## config.mk

```make
export PLATFORM = sky130hd
export DESIGN_NAME = text_layout_cursor_unit_flat
export DESIGN_NICKNAME = d
export VERILOG_FILES = /design/src/design/tlc_pkg.sv /design/src/design/tlc_in_if.sv /design/src/design/tlc_out_if.sv /design/src/design/tlc_cfg_if.sv /design/src/design/text_layout_cursor_unit.sv /design/src/design/tlc_front.sv /design/src/design/tlc_fifo.sv /design/src/design/tlc_back.sv /design/src/flat_wrapper.sv
export SDC_FILE = /design/constraint.sdc
export NUM_CORES = 1
export LEC_CHECK = 0
export ABC_AREA = 1
export BUFFER_PORTS_ARGS = -buffer_cell sky130_fd_sc_hd__buf_4
export CORE_MARGIN = 4
export CORE_UTILIZATION = 50
export CTS_CLUSTER_DIAMETER = 80
export DETAILED_ROUTE_END_ITERATION = 6
export PLACE_DENSITY = 0.75
export RECOVER_POWER = 25
export REMOVE_ABC_BUFFERS = 1
export SETUP_SLACK_MARGIN = 0.2
export SYNTH_ARGS = -nofsm -noshare
export SYNTH_HDL_FRONTEND = slang
export SYNTH_SLANG_ARGS = --single-unit
```

## constraint.sdc

```tcl
create_clock -name clk -period 7.8 [get_ports clk]
set_input_delay 1.95 -clock clk [delete_from_list [all_inputs] [get_ports clk]]
set_output_delay 1.95 -clock clk [all_outputs]
set_load 0.1 [all_outputs]
```

## src/design/tlc_pkg.sv

```systemverilog
`default_nettype none
package tlc_pkg;

  localparam int CoordBits = 13;
  localparam int EndW      = 13;
  localparam int CmpW      = (CoordBits + 1 > EndW) ? CoordBits + 1 : EndW;
  localparam int PosW      = 13;
  localparam int CodeW     = 16;
  localparam int SizeW     = 8;
  localparam int OrgW      = 12;
  localparam int ScrW      = 13;
  localparam int KindW     = 3;
  localparam int CfgIdxW   = 3;
  localparam int CfgDataW  = 13;

  localparam logic [CodeW-1:0] ChEnd = 16'd0;
  localparam logic [CodeW-1:0] ChLf  = 16'd10;
  localparam logic [CodeW-1:0] ChCr  = 16'd13;
  localparam logic [SizeW-1:0] BadBox = 8'd32;

  localparam logic [KindW-1:0] KindPlace   = 3'd0;
  localparam logic [KindW-1:0] KindInvalid = 3'd1;
  localparam logic [KindW-1:0] KindControl = 3'd2;
  localparam logic [KindW-1:0] KindClipped = 3'd3;
  localparam logic [KindW-1:0] KindEnd     = 3'd4;
  localparam logic [KindW-1:0] KindIgnored = 3'd5;

  localparam logic [CfgIdxW-1:0] RegOriginX  = 3'd0;
  localparam logic [CfgIdxW-1:0] RegOriginY  = 3'd1;
  localparam logic [CfgIdxW-1:0] RegAreaW    = 3'd2;
  localparam logic [CfgIdxW-1:0] RegAreaH    = 3'd3;
  localparam logic [CfgIdxW-1:0] RegScreenW  = 3'd4;
  localparam logic [CfgIdxW-1:0] RegScreenH  = 3'd5;
  localparam logic [CfgIdxW-1:0] RegVertical = 3'd6;

  localparam logic [ScrW-1:0] ScreenWReset = 13'd320;
  localparam logic [ScrW-1:0] ScreenHReset = 13'd240;

  typedef enum logic [2:0] {
    ClsEnd,
    ClsLf,
    ClsCr,
    ClsMissing,
    ClsGlyph
  } cls_t;

  typedef struct packed {
    cls_t             cls;
    logic [SizeW-1:0] gw;
    logic [SizeW-1:0] gh;
    logic [SizeW-1:0] msz;
    logic [SizeW-1:0] csz;
  } fe_item_t;

  typedef struct packed {
    logic [OrgW-1:0] origin_x;
    logic [OrgW-1:0] origin_y;
    logic [OrgW-1:0] area_w;
    logic [OrgW-1:0] area_h;
    logic [ScrW-1:0] screen_w;
    logic [ScrW-1:0] screen_h;
    logic            vert;
  } cfg_t;

  typedef struct packed {
    logic                 en;
    logic [CoordBits-1:0] x;
    logic [CoordBits-1:0] y;
  } home_t;

  function automatic logic [CoordBits-1:0] sat(input logic [CmpW-1:0] v);
    logic [CmpW-1:0] lim;
    lim = CmpW'({CoordBits{1'b1}});
    return (v > lim) ? {CoordBits{1'b1}} : v[CoordBits-1:0];
  endfunction

endpackage
`default_nettype wire

```

## src/design/tlc_in_if.sv

```systemverilog
`default_nettype none
interface tlc_in_if;
  import tlc_pkg::*;
  logic             valid;
  logic             ready;
  logic [CodeW-1:0] char_code;
  logic             glyph_found;
  logic [SizeW-1:0] glyph_width;
  logic [SizeW-1:0] glyph_height;
  modport source (output valid, char_code, glyph_found, glyph_width, glyph_height,
                  input ready);
  modport sink (input valid, char_code, glyph_found, glyph_width, glyph_height,
                output ready);
endinterface
`default_nettype wire

```

## src/design/tlc_out_if.sv

```systemverilog
`default_nettype none
interface tlc_out_if;
  import tlc_pkg::*;
  logic             valid;
  logic             ready;
  logic [KindW-1:0] kind;
  logic [PosW-1:0]  pos_x;
  logic [PosW-1:0]  pos_y;
  logic [SizeW-1:0] box_width;
  logic [SizeW-1:0] box_height;
  modport source (output valid, kind, pos_x, pos_y, box_width, box_height,
                  input ready);
  modport sink (input valid, kind, pos_x, pos_y, box_width, box_height,
                output ready);
endinterface
`default_nettype wire

```

## src/design/tlc_cfg_if.sv

```systemverilog
`default_nettype none
interface tlc_cfg_if;
  import tlc_pkg::*;
  logic                valid;
  logic                ready;
  logic [CfgIdxW-1:0]  index;
  logic [CfgDataW-1:0] data;
  modport source (output valid, index, data, input ready);
  modport sink (input valid, index, data, output ready);
endinterface
`default_nettype wire

```

## src/design/text_layout_cursor_unit.sv

```systemverilog
`default_nettype none
// Text layout cursor: places one decoded character per item and returns one
// result item per character (place glyph, missing-glyph box, control, clipped
// stop, end of string or ignored). Sustained rate is one item per clock while
// the receiver keeps out_ch ready; an item passes the front classify register,
// a two-entry queue and the back cursor update with its output register. The
// back stage's cursor add/compare chain is combinational. Configuration
// writes are taken every cycle; writing origin_x or origin_y returns the
// cursor to the origin and clears the stop flag. Write configuration only
// when no item is in flight.
module text_layout_cursor_unit (
  input  logic      clk,
  input  logic      rst_n,
  tlc_in_if.sink    in_ch,
  tlc_out_if.source out_ch,
  tlc_cfg_if.sink   cfg_ch
);
  import tlc_pkg::*;

  logic [OrgW-1:0] origin_x_r, origin_y_r, area_w_r, area_h_r;
  logic [ScrW-1:0] screen_w_r, screen_h_r;
  logic            vert_r;
  logic            cfg_take;
  logic [OrgW-1:0] new_ox, new_oy;
  cfg_t            cfg;
  home_t           home;
  fe_item_t        fe_item, q_item;
  logic            fe_valid, fe_ready, q_valid, q_ready;

  assign cfg_ch.ready = 1'b1;
  assign cfg_take     = cfg_ch.valid && cfg_ch.ready;

  assign new_ox = (cfg_ch.index == RegOriginX) ? cfg_ch.data[OrgW-1:0] : origin_x_r;
  assign new_oy = (cfg_ch.index == RegOriginY) ? cfg_ch.data[OrgW-1:0] : origin_y_r;

  assign home.en = cfg_take &&
                   (cfg_ch.index == RegOriginX || cfg_ch.index == RegOriginY);
  assign home.x  = sat(CmpW'(new_ox));
  assign home.y  = sat(CmpW'(new_oy));

  assign cfg.origin_x = origin_x_r;
  assign cfg.origin_y = origin_y_r;
  assign cfg.area_w   = area_w_r;
  assign cfg.area_h   = area_h_r;
  assign cfg.screen_w = screen_w_r;
  assign cfg.screen_h = screen_h_r;
  assign cfg.vert     = vert_r;

  always_ff @(posedge clk) begin
    if (!rst_n) begin
      origin_x_r <= '0;
      origin_y_r <= '0;
      area_w_r   <= '0;
      area_h_r   <= '0;
      screen_w_r <= ScreenWReset;
      screen_h_r <= ScreenHReset;
      vert_r     <= 1'b0;
    end else if (cfg_take) begin
      unique case (cfg_ch.index)
        RegOriginX:  origin_x_r <= cfg_ch.data[OrgW-1:0];
        RegOriginY:  origin_y_r <= cfg_ch.data[OrgW-1:0];
        RegAreaW:    area_w_r   <= cfg_ch.data[OrgW-1:0];
        RegAreaH:    area_h_r   <= cfg_ch.data[OrgW-1:0];
        RegScreenW:  screen_w_r <= cfg_ch.data[ScrW-1:0];
        RegScreenH:  screen_h_r <= cfg_ch.data[ScrW-1:0];
        RegVertical: vert_r     <= cfg_ch.data[0];
        default: begin
        end
      endcase
    end
  end

  tlc_front u_front (
    .clk        (clk),
    .rst_n      (rst_n),
    .in_ch      (in_ch),
    .cfg        (cfg),
    .item       (fe_item),
    .item_valid (fe_valid),
    .item_ready (fe_ready)
  );

  tlc_fifo u_fifo (
    .clk        (clk),
    .rst_n      (rst_n),
    .push_item  (fe_item),
    .push_valid (fe_valid),
    .push_ready (fe_ready),
    .pop_item   (q_item),
    .pop_valid  (q_valid),
    .pop_ready  (q_ready)
  );

  tlc_back u_back (
    .clk        (clk),
    .rst_n      (rst_n),
    .cfg        (cfg),
    .home       (home),
    .item       (q_item),
    .item_valid (q_valid),
    .item_ready (q_ready),
    .out_ch     (out_ch)
  );

endmodule
`default_nettype wire

```

## src/design/tlc_front.sv

```systemverilog
`default_nettype none
module tlc_front (
  input  logic              clk,
  input  logic              rst_n,
  tlc_in_if.sink            in_ch,
  input  tlc_pkg::cfg_t     cfg,
  output tlc_pkg::fe_item_t item,
  output logic              item_valid,
  input  logic              item_ready
);
  import tlc_pkg::*;

  logic     valid_r;
  fe_item_t item_r;
  fe_item_t item_nxt;
  logic     take;

  assign in_ch.ready = !valid_r || item_ready;
  assign take        = in_ch.valid && in_ch.ready;
  assign item        = item_r;
  assign item_valid  = valid_r;

  always_comb begin
    item_nxt.gw  = in_ch.glyph_width;
    item_nxt.gh  = in_ch.glyph_height;
    item_nxt.msz = cfg.vert ? in_ch.glyph_height : in_ch.glyph_width;
    item_nxt.csz = cfg.vert ? in_ch.glyph_width : in_ch.glyph_height;
    priority if (in_ch.char_code == ChEnd) begin
      item_nxt.cls = ClsEnd;
    end else if (in_ch.char_code == ChLf) begin
      item_nxt.cls = ClsLf;
    end else if (in_ch.char_code == ChCr) begin
      item_nxt.cls = ClsCr;
    end else if (!in_ch.glyph_found) begin
      item_nxt.cls = ClsMissing;
    end else begin
      item_nxt.cls = ClsGlyph;
    end
  end

  always_ff @(posedge clk) begin
    if (!rst_n) begin
      valid_r <= 1'b0;
    end else if (take) begin
      valid_r <= 1'b1;
    end else if (item_ready) begin
      valid_r <= 1'b0;
    end
    if (take) begin
      item_r <= item_nxt;
    end
  end

endmodule
`default_nettype wire

```

## src/design/tlc_fifo.sv

```systemverilog
`default_nettype none
module tlc_fifo (
  input  logic              clk,
  input  logic              rst_n,
  input  tlc_pkg::fe_item_t push_item,
  input  logic              push_valid,
  output logic              push_ready,
  output tlc_pkg::fe_item_t pop_item,
  output logic              pop_valid,
  input  logic              pop_ready
);
  import tlc_pkg::*;

  fe_item_t   mem_r [2];
  logic       wr_ptr_r;
  logic       rd_ptr_r;
  logic [1:0] count_r;
  logic       push;
  logic       pop;

  assign push_ready = (count_r != 2'd2);
  assign pop_valid  = (count_r != 2'd0);
  assign pop_item   = mem_r[rd_ptr_r];
  assign push       = push_valid && push_ready;
  assign pop        = pop_valid && pop_ready;

  always_ff @(posedge clk) begin
    if (!rst_n) begin
      wr_ptr_r <= 1'b0;
      rd_ptr_r <= 1'b0;
      count_r  <= 2'd0;
    end else begin
      if (push) begin
        wr_ptr_r <= !wr_ptr_r;
      end
      if (pop) begin
        rd_ptr_r <= !rd_ptr_r;
      end
      if (push && !pop) begin
        count_r <= count_r + 2'd1;
      end else if (pop && !push) begin
        count_r <= count_r - 2'd1;
      end
    end
    if (push) begin
      mem_r[wr_ptr_r] <= push_item;
    end
  end

endmodule
`default_nettype wire

```

## src/design/tlc_back.sv

```systemverilog
`default_nettype none
module tlc_back (
  input  logic              clk,
  input  logic              rst_n,
  input  tlc_pkg::cfg_t     cfg,
  input  tlc_pkg::home_t    home,
  input  tlc_pkg::fe_item_t item,
  input  logic              item_valid,
  output logic              item_ready,
  tlc_out_if.source         out_ch
);
  import tlc_pkg::*;

  logic [CoordBits-1:0] cx_r, cy_r;
  logic [SizeW-1:0]     le_r;
  logic                 stop_r;
  logic                 ov_r;
  logic [KindW-1:0]     kind_r;
  logic [PosW-1:0]      px_r, py_r;
  logic [SizeW-1:0]     bw_r, bh_r;

  logic [CoordBits-1:0] cx_nxt, cy_nxt;
  logic [SizeW-1:0]     le_nxt;
  logic                 stop_nxt;
  logic [KindW-1:0]     kind_nxt;
  logic [PosW-1:0]      px_nxt, py_nxt;
  logic [SizeW-1:0]     bw_nxt, bh_nxt;

  logic                 take;
  logic [EndW-1:0]      end_x, end_y, mend, cend;
  logic [CoordBits-1:0] mpos, cpos, morg, corg;
  logic [CoordBits-1:0] m_n, c_n, rm, rc, m1, c1, cext, madv;
  logic [SizeW-1:0]     le1;
  logic                 wrap, clip;

  assign item_ready = !ov_r || out_ch.ready;
  assign take       = item_valid && item_ready;

  assign out_ch.valid      = ov_r;
  assign out_ch.kind       = kind_r;
  assign out_ch.pos_x      = px_r;
  assign out_ch.pos_y      = py_r;
  assign out_ch.box_width  = bw_r;
  assign out_ch.box_height = bh_r;

  always_comb begin
    end_x = (cfg.area_w != '0) ? EndW'(cfg.origin_x) + EndW'(cfg.area_w) : cfg.screen_w;
    end_y = (cfg.area_h != '0) ? EndW'(cfg.origin_y) + EndW'(cfg.area_h) : cfg.screen_h;
    mpos  = cfg.vert ? cy_r : cx_r;
    cpos  = cfg.vert ? cx_r : cy_r;
    morg  = sat(CmpW'(cfg.vert ? cfg.origin_y : cfg.origin_x));
    corg  = sat(CmpW'(cfg.vert ? cfg.origin_x : cfg.origin_y));
    mend  = cfg.vert ? end_y : end_x;
    cend  = cfg.vert ? end_x : end_y;

    cext = sat(CmpW'(cpos) + CmpW'(le_r));
    wrap = (CmpW'(mpos) + CmpW'(item.msz)) > CmpW'(mend);
    m1   = wrap ? morg : mpos;
    c1   = wrap ? cext : cpos;
    le1  = wrap ? '0 : le_r;
    clip = (CmpW'(c1) + CmpW'(item.csz)) > CmpW'(cend);
    madv = sat(CmpW'(m1) + CmpW'(item.msz));

    m_n      = mpos;
    c_n      = cpos;
    le_nxt   = le_r;
    stop_nxt = stop_r;
    kind_nxt = KindIgnored;
    rm       = mpos;
    rc       = cpos;
    bw_nxt   = '0;
    bh_nxt   = '0;

    priority if (item.cls == ClsEnd) begin
      m_n      = morg;
      c_n      = corg;
      le_nxt   = '0;
      stop_nxt = 1'b0;
      kind_nxt = KindEnd;
      rm       = morg;
      rc       = corg;
    end else if (stop_r) begin
      kind_nxt = KindIgnored;
    end else begin
      unique case (item.cls)
        ClsLf: begin
          c_n      = cext;
          le_nxt   = '0;
          kind_nxt = KindControl;
          rc       = cext;
        end
        ClsCr: begin
          m_n      = morg;
          kind_nxt = KindControl;
          rm       = morg;
        end
        ClsMissing: begin
          kind_nxt = KindInvalid;
          bw_nxt   = BadBox;
          bh_nxt   = BadBox;
        end
        ClsGlyph: begin
          rm     = m1;
          rc     = c1;
          bw_nxt = item.gw;
          bh_nxt = item.gh;
          c_n    = c1;
          if (clip) begin
            m_n      = m1;
            le_nxt   = le1;
            stop_nxt = 1'b1;
            kind_nxt = KindClipped;
          end else begin
            m_n      = madv;
            le_nxt   = (le1 < item.csz) ? item.csz : le1;
            kind_nxt = KindPlace;
          end
        end
        default: begin
          kind_nxt = KindIgnored;
        end
      endcase
    end

    cx_nxt = cfg.vert ? c_n : m_n;
    cy_nxt = cfg.vert ? m_n : c_n;
    px_nxt = PosW'(cfg.vert ? rc : rm);
    py_nxt = PosW'(cfg.vert ? rm : rc);
  end

  always_ff @(posedge clk) begin
    if (!rst_n) begin
      cx_r   <= '0;
      cy_r   <= '0;
      le_r   <= '0;
      stop_r <= 1'b0;
      ov_r   <= 1'b0;
    end else begin
      if (home.en) begin
        cx_r   <= home.x;
        cy_r   <= home.y;
        le_r   <= '0;
        stop_r <= 1'b0;
      end else if (take) begin
        cx_r   <= cx_nxt;
        cy_r   <= cy_nxt;
        le_r   <= le_nxt;
        stop_r <= stop_nxt;
      end
      if (take) begin
        ov_r <= 1'b1;
      end else if (out_ch.ready) begin
        ov_r <= 1'b0;
      end
    end
    if (take) begin
      kind_r <= kind_nxt;
      px_r   <= px_nxt;
      py_r   <= py_nxt;
      bw_r   <= bw_nxt;
      bh_r   <= bh_nxt;
    end
  end

endmodule
`default_nettype wire

```

## src/flat_wrapper.sv

```systemverilog
// flat-port wrapper written by rule: the top's interface ports become plain ports
module text_layout_cursor_unit_flat import tlc_pkg::*;
  (clk, rst_n, in_ch_valid, in_ch_char_code, in_ch_glyph_found, in_ch_glyph_width, in_ch_glyph_height, in_ch_ready, out_ch_valid, out_ch_kind, out_ch_pos_x, out_ch_pos_y, out_ch_box_width, out_ch_box_height, out_ch_ready, cfg_ch_valid, cfg_ch_index, cfg_ch_data, cfg_ch_ready);
  tlc_in_if in_ch_i ();
  tlc_out_if out_ch_i ();
  tlc_cfg_if cfg_ch_i ();
  input  logic clk;
  input  logic rst_n;
  input wire logic [$bits(in_ch_i.valid)-1:0] in_ch_valid;
  input wire logic [$bits(in_ch_i.char_code)-1:0] in_ch_char_code;
  input wire logic [$bits(in_ch_i.glyph_found)-1:0] in_ch_glyph_found;
  input wire logic [$bits(in_ch_i.glyph_width)-1:0] in_ch_glyph_width;
  input wire logic [$bits(in_ch_i.glyph_height)-1:0] in_ch_glyph_height;
  output wire logic [$bits(in_ch_i.ready)-1:0] in_ch_ready;
  output wire logic [$bits(out_ch_i.valid)-1:0] out_ch_valid;
  output wire logic [$bits(out_ch_i.kind)-1:0] out_ch_kind;
  output wire logic [$bits(out_ch_i.pos_x)-1:0] out_ch_pos_x;
  output wire logic [$bits(out_ch_i.pos_y)-1:0] out_ch_pos_y;
  output wire logic [$bits(out_ch_i.box_width)-1:0] out_ch_box_width;
  output wire logic [$bits(out_ch_i.box_height)-1:0] out_ch_box_height;
  input wire logic [$bits(out_ch_i.ready)-1:0] out_ch_ready;
  input wire logic [$bits(cfg_ch_i.valid)-1:0] cfg_ch_valid;
  input wire logic [$bits(cfg_ch_i.index)-1:0] cfg_ch_index;
  input wire logic [$bits(cfg_ch_i.data)-1:0] cfg_ch_data;
  output wire logic [$bits(cfg_ch_i.ready)-1:0] cfg_ch_ready;
  assign in_ch_i.valid = in_ch_valid;
  assign in_ch_i.char_code = in_ch_char_code;
  assign in_ch_i.glyph_found = in_ch_glyph_found;
  assign in_ch_i.glyph_width = in_ch_glyph_width;
  assign in_ch_i.glyph_height = in_ch_glyph_height;
  assign in_ch_ready = in_ch_i.ready;
  assign out_ch_valid = out_ch_i.valid;
  assign out_ch_kind = out_ch_i.kind;
  assign out_ch_pos_x = out_ch_i.pos_x;
  assign out_ch_pos_y = out_ch_i.pos_y;
  assign out_ch_box_width = out_ch_i.box_width;
  assign out_ch_box_height = out_ch_i.box_height;
  assign out_ch_i.ready = out_ch_ready;
  assign cfg_ch_i.valid = cfg_ch_valid;
  assign cfg_ch_i.index = cfg_ch_index;
  assign cfg_ch_i.data = cfg_ch_data;
  assign cfg_ch_ready = cfg_ch_i.ready;
  text_layout_cursor_unit u_core (.clk(clk), .rst_n(rst_n), .in_ch(in_ch_i), .out_ch(out_ch_i), .cfg_ch(cfg_ch_i));
endmodule
```

==> results_dict.tcl <==
set metrics [dict create \
    dp_hpwl_um 37900 \
    hp-class "register to register" \
    cp_num_cells 49 \
    r2r_cells 49 \
    start_util_pct 51.0 \
    synth-main-ff-cell "edfxtp_1" \
    cts.sinks 267 \
    critPathArrivalTime_ps 7880 \
    die_y_um 191 \
    io_buffers 100 \
    dp_cells 2662 \
    place_ws_ps -25.9 \
    irDropWorstVdd_uv 471 \
    syn_area_per_cell_um2 7.70 \
    fp-row-count 66 \
    cts_root_buffer "clkbuf_16" \
    dieArea_um2 36400 \
    mostFrequentLayoutCell "nand2_1" \
    setup_slack_ps 375 \
    n_antenna_cell 0 \
    grt_pass1_wl_um 79200 \
    p_per_area_nw_per_um2 420 \
    synth_edf_count 150 \
    violations "max-capacitance violations, max-slew violations" \
    clk_latency_ps 580 \
    syn_to_final_growth_pct 17.1 \
    first_global_vias 14500 \
    rsz0062_at_grt "true" \
    dr_total_vias 15600 \
    whs_ps 446 \
    via_per_inst 5.70 \
    firstDrtPassIters 5 \
    fillers 2960 \
    tightest_slew_ps 3240 \
    r2r-start "u_core.vert_r" \
    numCtsBuffers 31 \
    grt_overflow_total 0 \
    ff2ff_setup_slack_ps 370 \
    synth_area_um2 16700 \
    cp_num_buf_inv 8 \
    finalSetupViolCount 0 \
    layout_common_cells "492 x nand2_1, 247 x inv_1, 243 x o21ai_0, 171 x a21oi_1, 150 x edfxtp_1" \
    wirelength_um 51700 \
    slowest_delay_ps 400 \
    crit_family "simple AND/OR/NAND/NOR gates" \
    cap_viol_max_count 1 \
    relSlewSlack_pct -117 \
    stdcell_count 2741 \
    antenna_left 0 \
    cp_common_cell "nand2_1" \
    crit_end "u_core.u_back.le_r[0]" \
    fmax_ghz 0.135 \
    status "finished, violations left" \
    gp_congestion 0.978 \
    area.sequential_um2 6870 \
    syn-instance-count 2170 \
    setup.worst_path.class "register to register" \
    maxSlewViolCount 36 \
    p_leak_nw 8.54 \
    drive_gt1_share_pct 17.2 \
    cts_tree "done" \
    end_kind "register" \
    pin_count 102 \
    die_x_um 191 \
    htree_levels 1 \
    route.detailed.drc 0 \
    r2r-end "u_core.u_back.le_r[0]" \
    startpoint_type "register" \
    worst_path_max_delay_cell "dfxtp_4" \
    hold_viol_final 0 \
    fin_worst_skew_ps 17.0 \
    final_nets 2425 \
    cts_buffer_depth 3 \
    fin_setup_tns_ps 0 \
    min_period_over_period_pct 95.2 \
    drtIter0Drc 1566 \
    grt_start_max_net_pins 64 \
    startpoint "u_core.vert_r" \
    design.core.area_um2 32800 \
    path_clk_slew_ps 60 \
    synthArstFlopShare_pct 0 \
    wl_per_cell_um 18.9 \
    path_max_fanout 13 \
    multi_input_area_um2 8780 \
    gr-usage-all-layers_pct 27.4 \
    yosysWarnings 0 \
    synth_cell_types 67 \
    seq_area_frac_synth_pct 41.0 \
    fin_crit_ps 7430 \
    synth_seq_cells 267 \
    required_ps 8260 \
    antenna_found_initial 0 \
]
-- stage by stage --
stage          cell area (um^2)  utilization (%)  power (mW)
2_1_floorplan             16300                -        4.96
3_3_place_gp              18000             54.9        6.13
3_5_place_dp              18000             54.9        6.19
4_1_cts                   19000             58.0        7.67
5_1_grt                   19600             59.7        8.70
6_report                  19600             59.7        8.21
-- sequential cells by signal, summed over array words and instances, names as in the netlist, 12 cells and up, named ones only --
signal                      cells
u_core.origin_x_r              12
u_core.u_fifo.mem_r            70
u_core.area_w_r                12
u_core.area_h_r                12
u_core.u_back.out_ch.pos_y     13
u_core.u_back.cy_r             13
u_core.screen_w_r              13
u_core.origin_y_r              12
u_core.u_front.item            35
u_core.u_back.out_ch.pos_x     13
u_core.u_back.cx_r             13
u_core.screen_h_r              13
-- cells in the mapped netlist (28+ instances only) --
library cell	n	area, um^2
nand2_1	512	1920
o21ai_0	254	1270
inv_1	250	938
a21oi_1	189	946
edfxtp_1	150	4500
nor2_1	123	462
dfxtp_1	117	2340
ha_1	90	1130
clkbuf_1	71	267
nand3_1	50	250
o21ai_1	34	170
or2_2	33	206
a31oi_1	28	175
-- repair_timing --
item / in CTS / in global routing
buffers inserted: 0 / 19
setup endpoints to repair: 32 / 37
gates resized for setup: 4 / 110
pin swaps: 1 / 80
gates cloned: 0 / 3
hold buffers: 0 / 0
-- area by class of cell --
| class | instances | area share (%) |
|---|---|---|
| Clock buffer | 35 | 4.04 |
| Clock inverter | 22 | 1.11 |
| Inverter | 271 | 5.29 |
| Multi-Input combinational cell | 1535 | 44.9 |
| Sequential cell | 267 | 35.1 |
| Tap cell | 442 | 2.83 |
| Timing Repair Buffer | 169 | 6.75 |
-- worst min-delay path by stage --
| stage | depth (start not counted) | end | slack (ps) | from |
|---|---|---|---|---|
| 6_report | 0 | u_core.u_fifo.mem_r[1][17] | 450 | u_core.u_front.item[17] |
| 5_1_grt | 0 | u_core.u_fifo.mem_r[1][4] | 450 | u_core.u_front.item[4] |
| 4_1_cts | 0 | u_core.u_fifo.mem_r[0][3] | 440 | u_core.u_front.item[3] |
| 3_5_place_dp | 0 | u_core.u_fifo.mem_r[0][17] | 430 | u_core.u_front.item[17] |
| 3_3_place_gp | 0 | u_core.u_fifo.mem_r[0][26] | 420 | u_core.u_front.item[26] |
| 2_1_floorplan | 0 | u_core.u_fifo.mem_r[0][0] | 420 | u_core.u_front.item[0] |
-- worst register-to-register path, delay by kind of cell (launching register included) --
kind            cells  cell delay [ps]
compound gates     14             2040
xor+xnor            2              320
fa+ha+maj           5             1450
buf+inv             8              730
flops               1              400
simple gates       20             2350
-- logic make-up after synthesis --
family	synth area share [%]
and+or+nand+nor	20.5
AOI/OAI and AO/OA	20.0
buffers and inverters	8.85
DFF	41.0
adders and majority gates	7.46
xor gates and xnor gates	1.94
muxes	0.240
other	0.0224
-- layer usage --
| layer | share of wire [%] | vias up | global-route usage [%] |
|---|---|---|---|
| li1 | - | 7499 | - |
| met4 | 3.6 | 0 | 8.29 |
| met2 | 45 | 591 | 44.3 |
| met3 | 7.1 | 116 | 3.39 |
| met5 | 0 | - | 0 |
| met1 | 44 | 7415 | 38.6 |
-- where the power goes --
group | internal, mW | switching [mW]
Clock | 0.832 | 0.610
Sequential | 1.80 | 0.118
Combinational | 1.52 | 3.32
Total | 4.16 | 4.05
Note: power is estimated with default switching activity, not from simulation.
